$ cat src/hw/rtl/cbc_pkg.sv
// Shared constants, codes and types for the cartridge bank controller.
// Used by every module in this folder; it depends on nothing.
package cbc_pkg;

    localparam int ROM_BYTES_DEF = 1048576;
    localparam int RAM_BYTES_DEF = 32768;

    localparam int OP_W        = 3;
    localparam int BUS_ADDR_W  = 15;
    localparam int BYTE_W      = 8;
    localparam int LOAD_ADDR_W = 20;
    localparam int KIND_W      = 2;
    localparam int RAM_SIZE_W  = 18;
    localparam int CFG_IDX_W   = 2;
    localparam int ROM_BANK_W  = 9;
    localparam int RAM_BANK_W  = 4;
    localparam int ROM_FULL_W  = 23;
    localparam int RAM_OFF_W   = 17;

    localparam logic [OP_W-1:0] OP_ROM_READ = 3'd0;
    localparam logic [OP_W-1:0] OP_CTRL_WR  = 3'd1;
    localparam logic [OP_W-1:0] OP_RAM_READ = 3'd2;
    localparam logic [OP_W-1:0] OP_RAM_WR   = 3'd3;
    localparam logic [OP_W-1:0] OP_ROM_LOAD = 3'd4;

    localparam logic [KIND_W-1:0] MAP_NONE = 2'd0;
    localparam logic [KIND_W-1:0] MAP_MBC1 = 2'd1;
    localparam logic [KIND_W-1:0] MAP_MBC3 = 2'd2;
    localparam logic [KIND_W-1:0] MAP_MBC5 = 2'd3;

    localparam logic [CFG_IDX_W-1:0] CFG_MAPPER_KIND = 2'd0;
    localparam logic [CFG_IDX_W-1:0] CFG_RAM_BYTES   = 2'd1;

    localparam logic [1:0] SRC_ROM = 2'd0;
    localparam logic [1:0] SRC_RAM = 2'd1;
    localparam logic [1:0] SRC_FF  = 2'd2;

    localparam logic [1:0] REG_GATE = 2'b00;
    localparam logic [1:0] REG_BANK = 2'b01;
    localparam logic [1:0] REG_HIGH = 2'b10;
    localparam logic [1:0] REG_MODE = 2'b11;

    localparam logic [BYTE_W-1:0] BLOCKED_BYTE = 8'hFF;
    localparam logic [3:0]        GATE_KEY     = 4'hA;

    typedef struct packed {
        logic [ROM_FULL_W-1:0] rom_addr;
        logic [RAM_OFF_W-1:0]  ram_off;
        logic                  ram_ok;
    } t_map_out;

endpackage

$ cat src/hw/rtl/cbc_mapper.sv
// Mapper bank registers, control write decode and ROM/RAM address generation.
// Depends on cbc_pkg.
module cbc_mapper #(
    parameter int RAM_BYTES = cbc_pkg::RAM_BYTES_DEF
) (
    input  logic                             i_clk,
    input  logic                             i_rst_n,
    input  logic                             i_wr_en,
    input  logic [cbc_pkg::KIND_W-1:0]       i_mapper_kind,
    input  logic [cbc_pkg::RAM_SIZE_W-1:0]   i_ram_bytes,
    input  logic [cbc_pkg::BUS_ADDR_W-1:0]   i_bus_address,
    input  logic [cbc_pkg::BYTE_W-1:0]       i_write_value,
    output cbc_pkg::t_map_out                o_map
);

    localparam logic [cbc_pkg::RAM_SIZE_W-1:0] RAM_LIM = cbc_pkg::RAM_SIZE_W'(RAM_BYTES);

    logic [cbc_pkg::ROM_BANK_W-1:0] r_rom_bank, n_rom_bank;
    logic [cbc_pkg::RAM_BANK_W-1:0] r_ram_bank, n_ram_bank;
    logic                           r_gate, n_gate;
    logic                           r_mode, n_mode;
    logic [4:0]                     low5;
    logic [6:0]                     low7;
    logic [1:0]                     region;
    logic [cbc_pkg::RAM_SIZE_W-1:0] ram_off_ext;

    assign region = i_bus_address[14:13];
    assign low5   = (i_write_value[4:0] == 5'd0) ? 5'd1 : i_write_value[4:0];
    assign low7   = (i_write_value[6:0] == 7'd0) ? 7'd1 : i_write_value[6:0];

    always_comb begin
        n_rom_bank = r_rom_bank;
        n_ram_bank = r_ram_bank;
        n_gate     = r_gate;
        n_mode     = r_mode;
        if (i_wr_en && (i_mapper_kind != cbc_pkg::MAP_NONE)) begin
            if (region == cbc_pkg::REG_GATE) begin
                n_gate = (i_write_value[3:0] == cbc_pkg::GATE_KEY);
            end else begin
                case (i_mapper_kind)
                    cbc_pkg::MAP_MBC1: begin
                        case (region)
                            cbc_pkg::REG_BANK: n_rom_bank = {2'b00, r_rom_bank[6:5], low5};
                            cbc_pkg::REG_HIGH: begin
                                if (!r_mode) begin
                                    n_rom_bank = {2'b00, i_write_value[1:0], r_rom_bank[4:0]};
                                end else begin
                                    n_ram_bank = {2'b00, i_write_value[1:0]};
                                end
                            end
                            default: n_mode = i_write_value[0];
                        endcase
                    end
                    cbc_pkg::MAP_MBC3: begin
                        case (region)
                            cbc_pkg::REG_BANK: n_rom_bank = {2'b00, low7};
                            cbc_pkg::REG_HIGH: n_ram_bank = i_write_value[3:0];
                            default: n_ram_bank = r_ram_bank;
                        endcase
                    end
                    default: begin
                        case (region)
                            cbc_pkg::REG_BANK: begin
                                if (!i_bus_address[12]) begin
                                    n_rom_bank = {r_rom_bank[8], i_write_value};
                                end else begin
                                    n_rom_bank = {i_write_value[0], r_rom_bank[7:0]};
                                end
                            end
                            cbc_pkg::REG_HIGH: n_ram_bank = i_write_value[3:0];
                            default: n_ram_bank = r_ram_bank;
                        endcase
                    end
                endcase
            end
        end
    end

    always_ff @(posedge i_clk) begin
        if (!i_rst_n) begin
            r_rom_bank <= cbc_pkg::ROM_BANK_W'(1);
            r_ram_bank <= '0;
            r_gate     <= 1'b0;
            r_mode     <= 1'b0;
        end else begin
            r_rom_bank <= n_rom_bank;
            r_ram_bank <= n_ram_bank;
            r_gate     <= n_gate;
            r_mode     <= n_mode;
        end
    end

    // Addresses below 0x4000 always hit bank 0.
    assign o_map.rom_addr = {r_rom_bank & {cbc_pkg::ROM_BANK_W{i_bus_address[14]}},
                             i_bus_address[13:0]};
    assign o_map.ram_off  = {r_ram_bank, i_bus_address[12:0]};
    assign ram_off_ext    = {1'b0, o_map.ram_off};
    assign o_map.ram_ok   = r_gate && (ram_off_ext < i_ram_bytes) && (ram_off_ext < RAM_LIM);

    a_mbc1_bank_nonzero: assert property (@(posedge i_clk) disable iff (!i_rst_n)
        (i_wr_en && i_mapper_kind == cbc_pkg::MAP_MBC1 && region == cbc_pkg::REG_BANK)
        |=> (r_rom_bank[4:0] != 5'd0))
        else $error("MBC1 low bank bits written as zero");

    a_mbc3_bank_nonzero: assert property (@(posedge i_clk) disable iff (!i_rst_n)
        (i_wr_en && i_mapper_kind == cbc_pkg::MAP_MBC3 && region == cbc_pkg::REG_BANK)
        |=> (r_rom_bank != '0))
        else $error("MBC3 bank written as zero");

    a_none_ignores: assert property (@(posedge i_clk) disable iff (!i_rst_n)
        (i_wr_en && i_mapper_kind == cbc_pkg::MAP_NONE)
        |=> ($stable(r_rom_bank) && $stable(r_ram_bank) && $stable(r_gate) && $stable(r_mode)))
        else $error("Mapper state changed without a mapper");

endmodule

$ cat config.mk
export PLATFORM = sky130hd
export DESIGN_NAME = cbc_mapper
export DESIGN_NICKNAME = d
export VERILOG_FILES = /design/src/hw/rtl/cbc_pkg.sv /design/src/hw/rtl/cbc_mapper.sv
export SDC_FILE = /design/constraint.sdc
export NUM_CORES = 1
export LEC_CHECK = 0
export BUFFER_PORTS_ARGS = -buffer_cell sky130_fd_sc_hd__buf_2
export CORE_MARGIN = 3
export CORE_UTILIZATION = 45
export CTS_CLUSTER_DIAMETER = 150
export DETAILED_ROUTE_END_ITERATION = 10
export PLACE_DENSITY = 0.81
export SLEW_MARGIN = 10
export SYNTH_ARGS = -nofsm -noshare
export SYNTH_HDL_FRONTEND = slang
export SYNTH_SLANG_ARGS = --single-unit
$ cat constraint.sdc
create_clock -name i_clk -period 3.4 [get_ports i_clk]
set_clock_uncertainty 0.15 [all_clocks]
set_input_delay 0.17 -clock i_clk [delete_from_list [all_inputs] [get_ports i_clk]]
set_output_delay 0.17 -clock i_clk [all_outputs]
set_load 0.05 [all_outputs]
### Yosys cells after proc, flatten, opt, wreduce, memory -nomap -nowiden

Index checks and enable logic that the tools add are counted.
Widths: inputs -> output; s select.

* register bits after elaboration: 15
* output and inout bits: 41

* order comparisons: 2
* eq/ne operators: 13
* mux-type cells: 12
* bitwise gates (word level): 3
* reduce and logical (&&, ||, !) cells: 18

Operators by type and width (number)
* $mux 9: 4
* $pmux 9 s2: 2
* $reduce_and 7->1: 3
* $lt 17x18->1: 1
* $lt 17x16->1 const B: 1
* $mux 4: 4
* $ne 2x2->1 const B: 5
* $and 9x9->9: 1
* $reduce_and 4->1: 2
* $reduce_and 8->1: 1
* $logic_not 7->1: 1
* $mux 7: 1
* $reduce_bool 2->1: 3
* $logic_not 5->1: 1
* $mux 5: 1
* $eq 2x1->1 const B: 2
* $eq 2x2->1 const B: 2
* $eq 4x4->1 const B: 1
* $logic_and 1x1->1: 3
* $ne 3x1->1 const B: 1
* $ne 3x3->1 const B: 1
* $reduce_bool 3->1: 1
* $logic_not 2->1: 1
* $ne 2x1->1 const B: 1
* other kinds (3): 4

### Logic depth before layout (Yosys ltp)

* depth in word-level cells: 4
* gate-level depth with buffers: 7

### Worst setup path after synthesis

No wires, ideal clock.

* path kind: register -> output
* start point: register r_ram_bank[2] (netlist bit)
* end point: output o_map[0] (netlist bit)
* data arrival time: 2.599 ns
* data required time: 3.080 ns
* setup slack: 0.481 ns
* cell stages (with the launch flop): 6
* path buffers: 0
* cells stage by stage: dfxtp_1 -> ha_1 -> nand4b_1 -> or2_2 -> and4b_1 -> a211oi_1

RTL lines
* from (decl): RTL line cbc_mapper.sv:19 `logic [cbc_pkg::RAM_BANK_W-1:0] r_ram_bank, n_ram_bank;`
* from (signal assigned): RTL line cbc_mapper.sv:87 `r_ram_bank <= n_ram_bank;`
* to (decl): RTL line cbc_mapper.sv:13 `output cbc_pkg::t_map_out o_map`

==> load_flow_metrics.sql <==
INSERT INTO impl_metrics (metric_group, metric, value, unit) VALUES
('clock_tree', 'post_cts.resized_instances', '0', ''),
('synth', 'netlist-cell-type-count', '42', ''),
('synth', 'synth_seq_area_share', '19.3', '%'),
('clock_tree', 'cts_max_level', '1', ''),
('die', 'boundaryPins', '87', ''),
('timing', 'final.min_clock_period', '2.25', 'ns'),
('die', 'design.core.area', '0.00318', 'mm2'),
('finish', 'antennaDiodeCount', '0', ''),
('synth', 'synth.yosys.warnings', '0', ''),
('synth', 'synthesis.area', '0.00156', 'mm2'),
('routing', 'drt_first_iter_violations', '52', ''),
('timing', 'timing_max_transition_violations_final', '0', ''),
('critical_path', 'category_of_the_most_critical_setup_path', 'reg2out', ''),
('timing', 'final.period_utilization', '66.2', '%'),
('power', 'cellLeakagePower', '1.04', 'nW'),
('clock_tree', 'clock_sink_count', '15', ''),
('critical_path', 'worst-endpoint-arrival', '1.93', 'ns'),
('job', 'drv.max_cap_violation_count', '0', ''),
('power', 'switching_share', '41.6', '%'),
('die', 'die_boundary_height', '64.8', 'um'),
('power', 'power_density', '266', 'mW/mm2'),
('clock_tree', 'worstSkewPairLatency', '0.29', 'ns'),
('timing', 'unrepaired_setup_endpoints_after_global_routing', 'no', ''),
('synth', 'synth.net_count', '262', ''),
('die', 'core.rowCount', '20', ''),
('worst_hold_path', 'worst_hold_path_type', 'in2reg', ''),
('routing', 'routed-wl-met2', '1.85', 'mm'),
('placement', 'post-dp-hpwl', '3.13', 'mm'),
('power', 'power.share.combinational', '43.1', '%'),
('routing', 'routedLengthMet1', '1.56', 'mm'),
('synth', 'yosys.area.top_type_share', '19.3', '%'),
('global_route', 'largest_net_degree_at_the_start_of_global_routing', '15', ''),
('die', 'die_width', '64.8', 'um'),
('timing', 'relSlewSlack', '63.8', '%'),
('routing', 'final_antenna_net_count', '0', ''),
('synth', 'synth_async_sr_flop_share', '0', '%'),
('routing', 'drt_wl_cell', '12.5', 'um'),
('power', 'clock_power_share', '20.7', '%'),
('routing', 'met3_wirelength', '296', 'um'),
('timing', 'maxClockFrequency', '444', 'MHz'),
('synth', 'netlist.top_cell.by_area', 'sky130_fd_sc_hd__dfxtp_1', ''),
('global_route', 'grt_first_pass_wirelength', '6.42', 'mm'),
('timing', 'hold_viol_final', '0', ''),
('timing', 'setup-tns-final', '0', 'ns'),
('placement', 'cell_count_after_placement', '294', ''),
('critical_path', 'critical_path.endpoint_type', 'primary output', ''),
('placement', 'buffer_ports.inserted', '86', ''),
('finish', 'finalNonFillerCells', '300', ''),
('global_route', 'first_global_vias', '1493', ''),
('synth', 'synth_seq_cells', '15', ''),
('timing', 'transition_time_at_the_pin_with_the_least_slew_margin', '0.537', 'ns'),
('finish', 'fin_nets', '326', ''),
('finish', 'layout-area-overhead-vs-synth', '20.7', '%'),
('synth', 'avgSynthCellArea', '8.06', 'um2'),
('synth', 'synth_enable_flop_cells', '0', ''),
('power', 'power.switching', '208', 'uW'),
('critical_path', 'highest_net_fanout_along_the_worst_path', '3', ''),
('synth', 'yosys-top-cells-area', 'sky130_fd_sc_hd__dfxtp_1 19%, sky130_fd_sc_hd__ha_1 19%, sky130_fd_sc_hd__buf_4 13%, sky130_fd_sc_hd__inv_1 5.3%, sky130_fd_sc_hd__and2_1 3.6%', ''),
('power', 'intPower', '292', 'uW'),
('clock_tree', 'clkTransAtPathRegs', '0.09', 'ns'),
('finish', 'drive_above_1_share', '35.9', '%'),
('die', 'initial_utilization', '48.9', '%'),
('synth', 'postSynth.topFlopCell', 'sky130_fd_sc_hd__dfxtp_1', ''),
('routing', 'vias', '1572', ''),
('die', 'fp.dieArea', '0.00420', 'mm2'),
('power', 'ir_drop', '0.000149', 'V'),
('power', 'power.total', '500', 'uW'),
('finish', 'final_cell_mix', '86 x sky130_fd_sc_hd__buf_2, 23 x sky130_fd_sc_hd__ha_1, 22 x sky130_fd_sc_hd__inv_1', ''),
('global_route', 'gr-total-overflow', '0', ''),
('global_route', 'initial_antenna_violation_count', '0', ''),
('outcome', 'outcome', 'finished, final reports clean', '');
==> Yosys cell counts, drive strengths merged, types with 2 or more instances <==
library cell / instances
ha: 23
nor2: 8
a21o: 3
nand4b: 2
buf: 28
nand2b: 6
o21ai: 10
nand3: 2
o31ai: 2
nor4b: 2
nor3: 2
a311oi: 2
nand4: 5
and3: 2
inv: 22
a22oi: 4
nor2b: 3
or3: 2
dfxtp: 15
and2: 9
nand2: 5
a32o: 2
a21oi: 11
mux2i: 4
nor3b: 3
==> repair_timing <==
item,CTS,global route
endpoints found under the setup margin,0,0
hold buffers,2,0
hold endpoints to repair,2,0
==> power by group through the flow <==
stage / registers [mW] / logic, mW / clock network (mW)
floorplan: 0.188 / 0.163 / 0
global placement: 0.185 / 0.210 / 0
detailed placement: 0.185 / 0.213 / 0
CTS: 0.181 / 0.216 / 0.106
global route: 0.182 / 0.236 / 0.114
finish: 0.181 / 0.215 / 0.103
==> registers in the layout, indices dropped and copies added (netlist names) <==
register and count:
r_rom_bank 9, r_ram_bank 4, r_gate 1, r_mode 1
==> worst max-delay path, cell delays in order, from the launching register on <==
cell	delay (ns)
sky130_fd_sc_hd__dfxtp_1	0.34
sky130_fd_sc_hd__ha_1	0.31
sky130_fd_sc_hd__a41o_1	0.22
sky130_fd_sc_hd__a21oi_1	0.15
sky130_fd_sc_hd__o22ai_1	0.11
sky130_fd_sc_hd__a211oi_1	0.21
sky130_fd_sc_hd__buf_2	0.30
==> layout make-up <==
| type | count | area, um2 | area share [%] |
|---|---|---|---|
| repair buffers | 88 | 450 | 24.0 |
| flip-flops and latches | 15 | 300 | 16.0 |
| well taps | 44 | 55.1 | 2.93 |
| clock buffers | 3 | 22.5 | 1.20 |
| inverters | 22 | 82.6 | 4.40 |
| multi-input cells | 127 | 961 | 51.2 |
| clock inverters | 1 | 5.00 | 0.267 |
==> kinds of logic after synthesis <==
| group | Yosys count | synth area share, % |
|---|---|---|
| and+or+nand+nor | 55 | 21.0 |
| DFF | 15 | 19.3 |
| buffers and inverters | 51 | 18.9 |
| adders and majority gates | 23 | 18.5 |
| muxes | 4 | 2.57 |
| AOI/OAI and AO/OA | 45 | 19.7 |
==> routing by layer <==
layer,up-vias,global-route usage [%]
met3,7,2.77
met4,0,5.28
met2,70,32.4
met1,704,23.7
met5,-,0
li1,791,-
==> path summary, 6_finish.rpt <==
path	from	to	slack [ns]	depth (start not counted)
setup / recovery	r_ram_bank[0]	o_map[0]	1.15	6
hold reg to reg	r_rom_bank[4]	r_rom_bank[4]	0.32	2
setup reg to reg	r_mode	r_rom_bank[6]	1.87	3
hold / removal	i_write_value[2]	r_ram_bank[2]	0.008	3
==> metrics by stage <==
step                setup slack [ns]  utilization (%)  area (um2)
floorplan                      0.481                -        1560
global placement                1.44             57.6        1830
detailed placement              1.35             57.6        1830
CTS                             1.12             59.1        1880
global route                    1.01             59.1        1880
finish                          1.15             59.1        1880
Power figures use the tool's default switching activity.
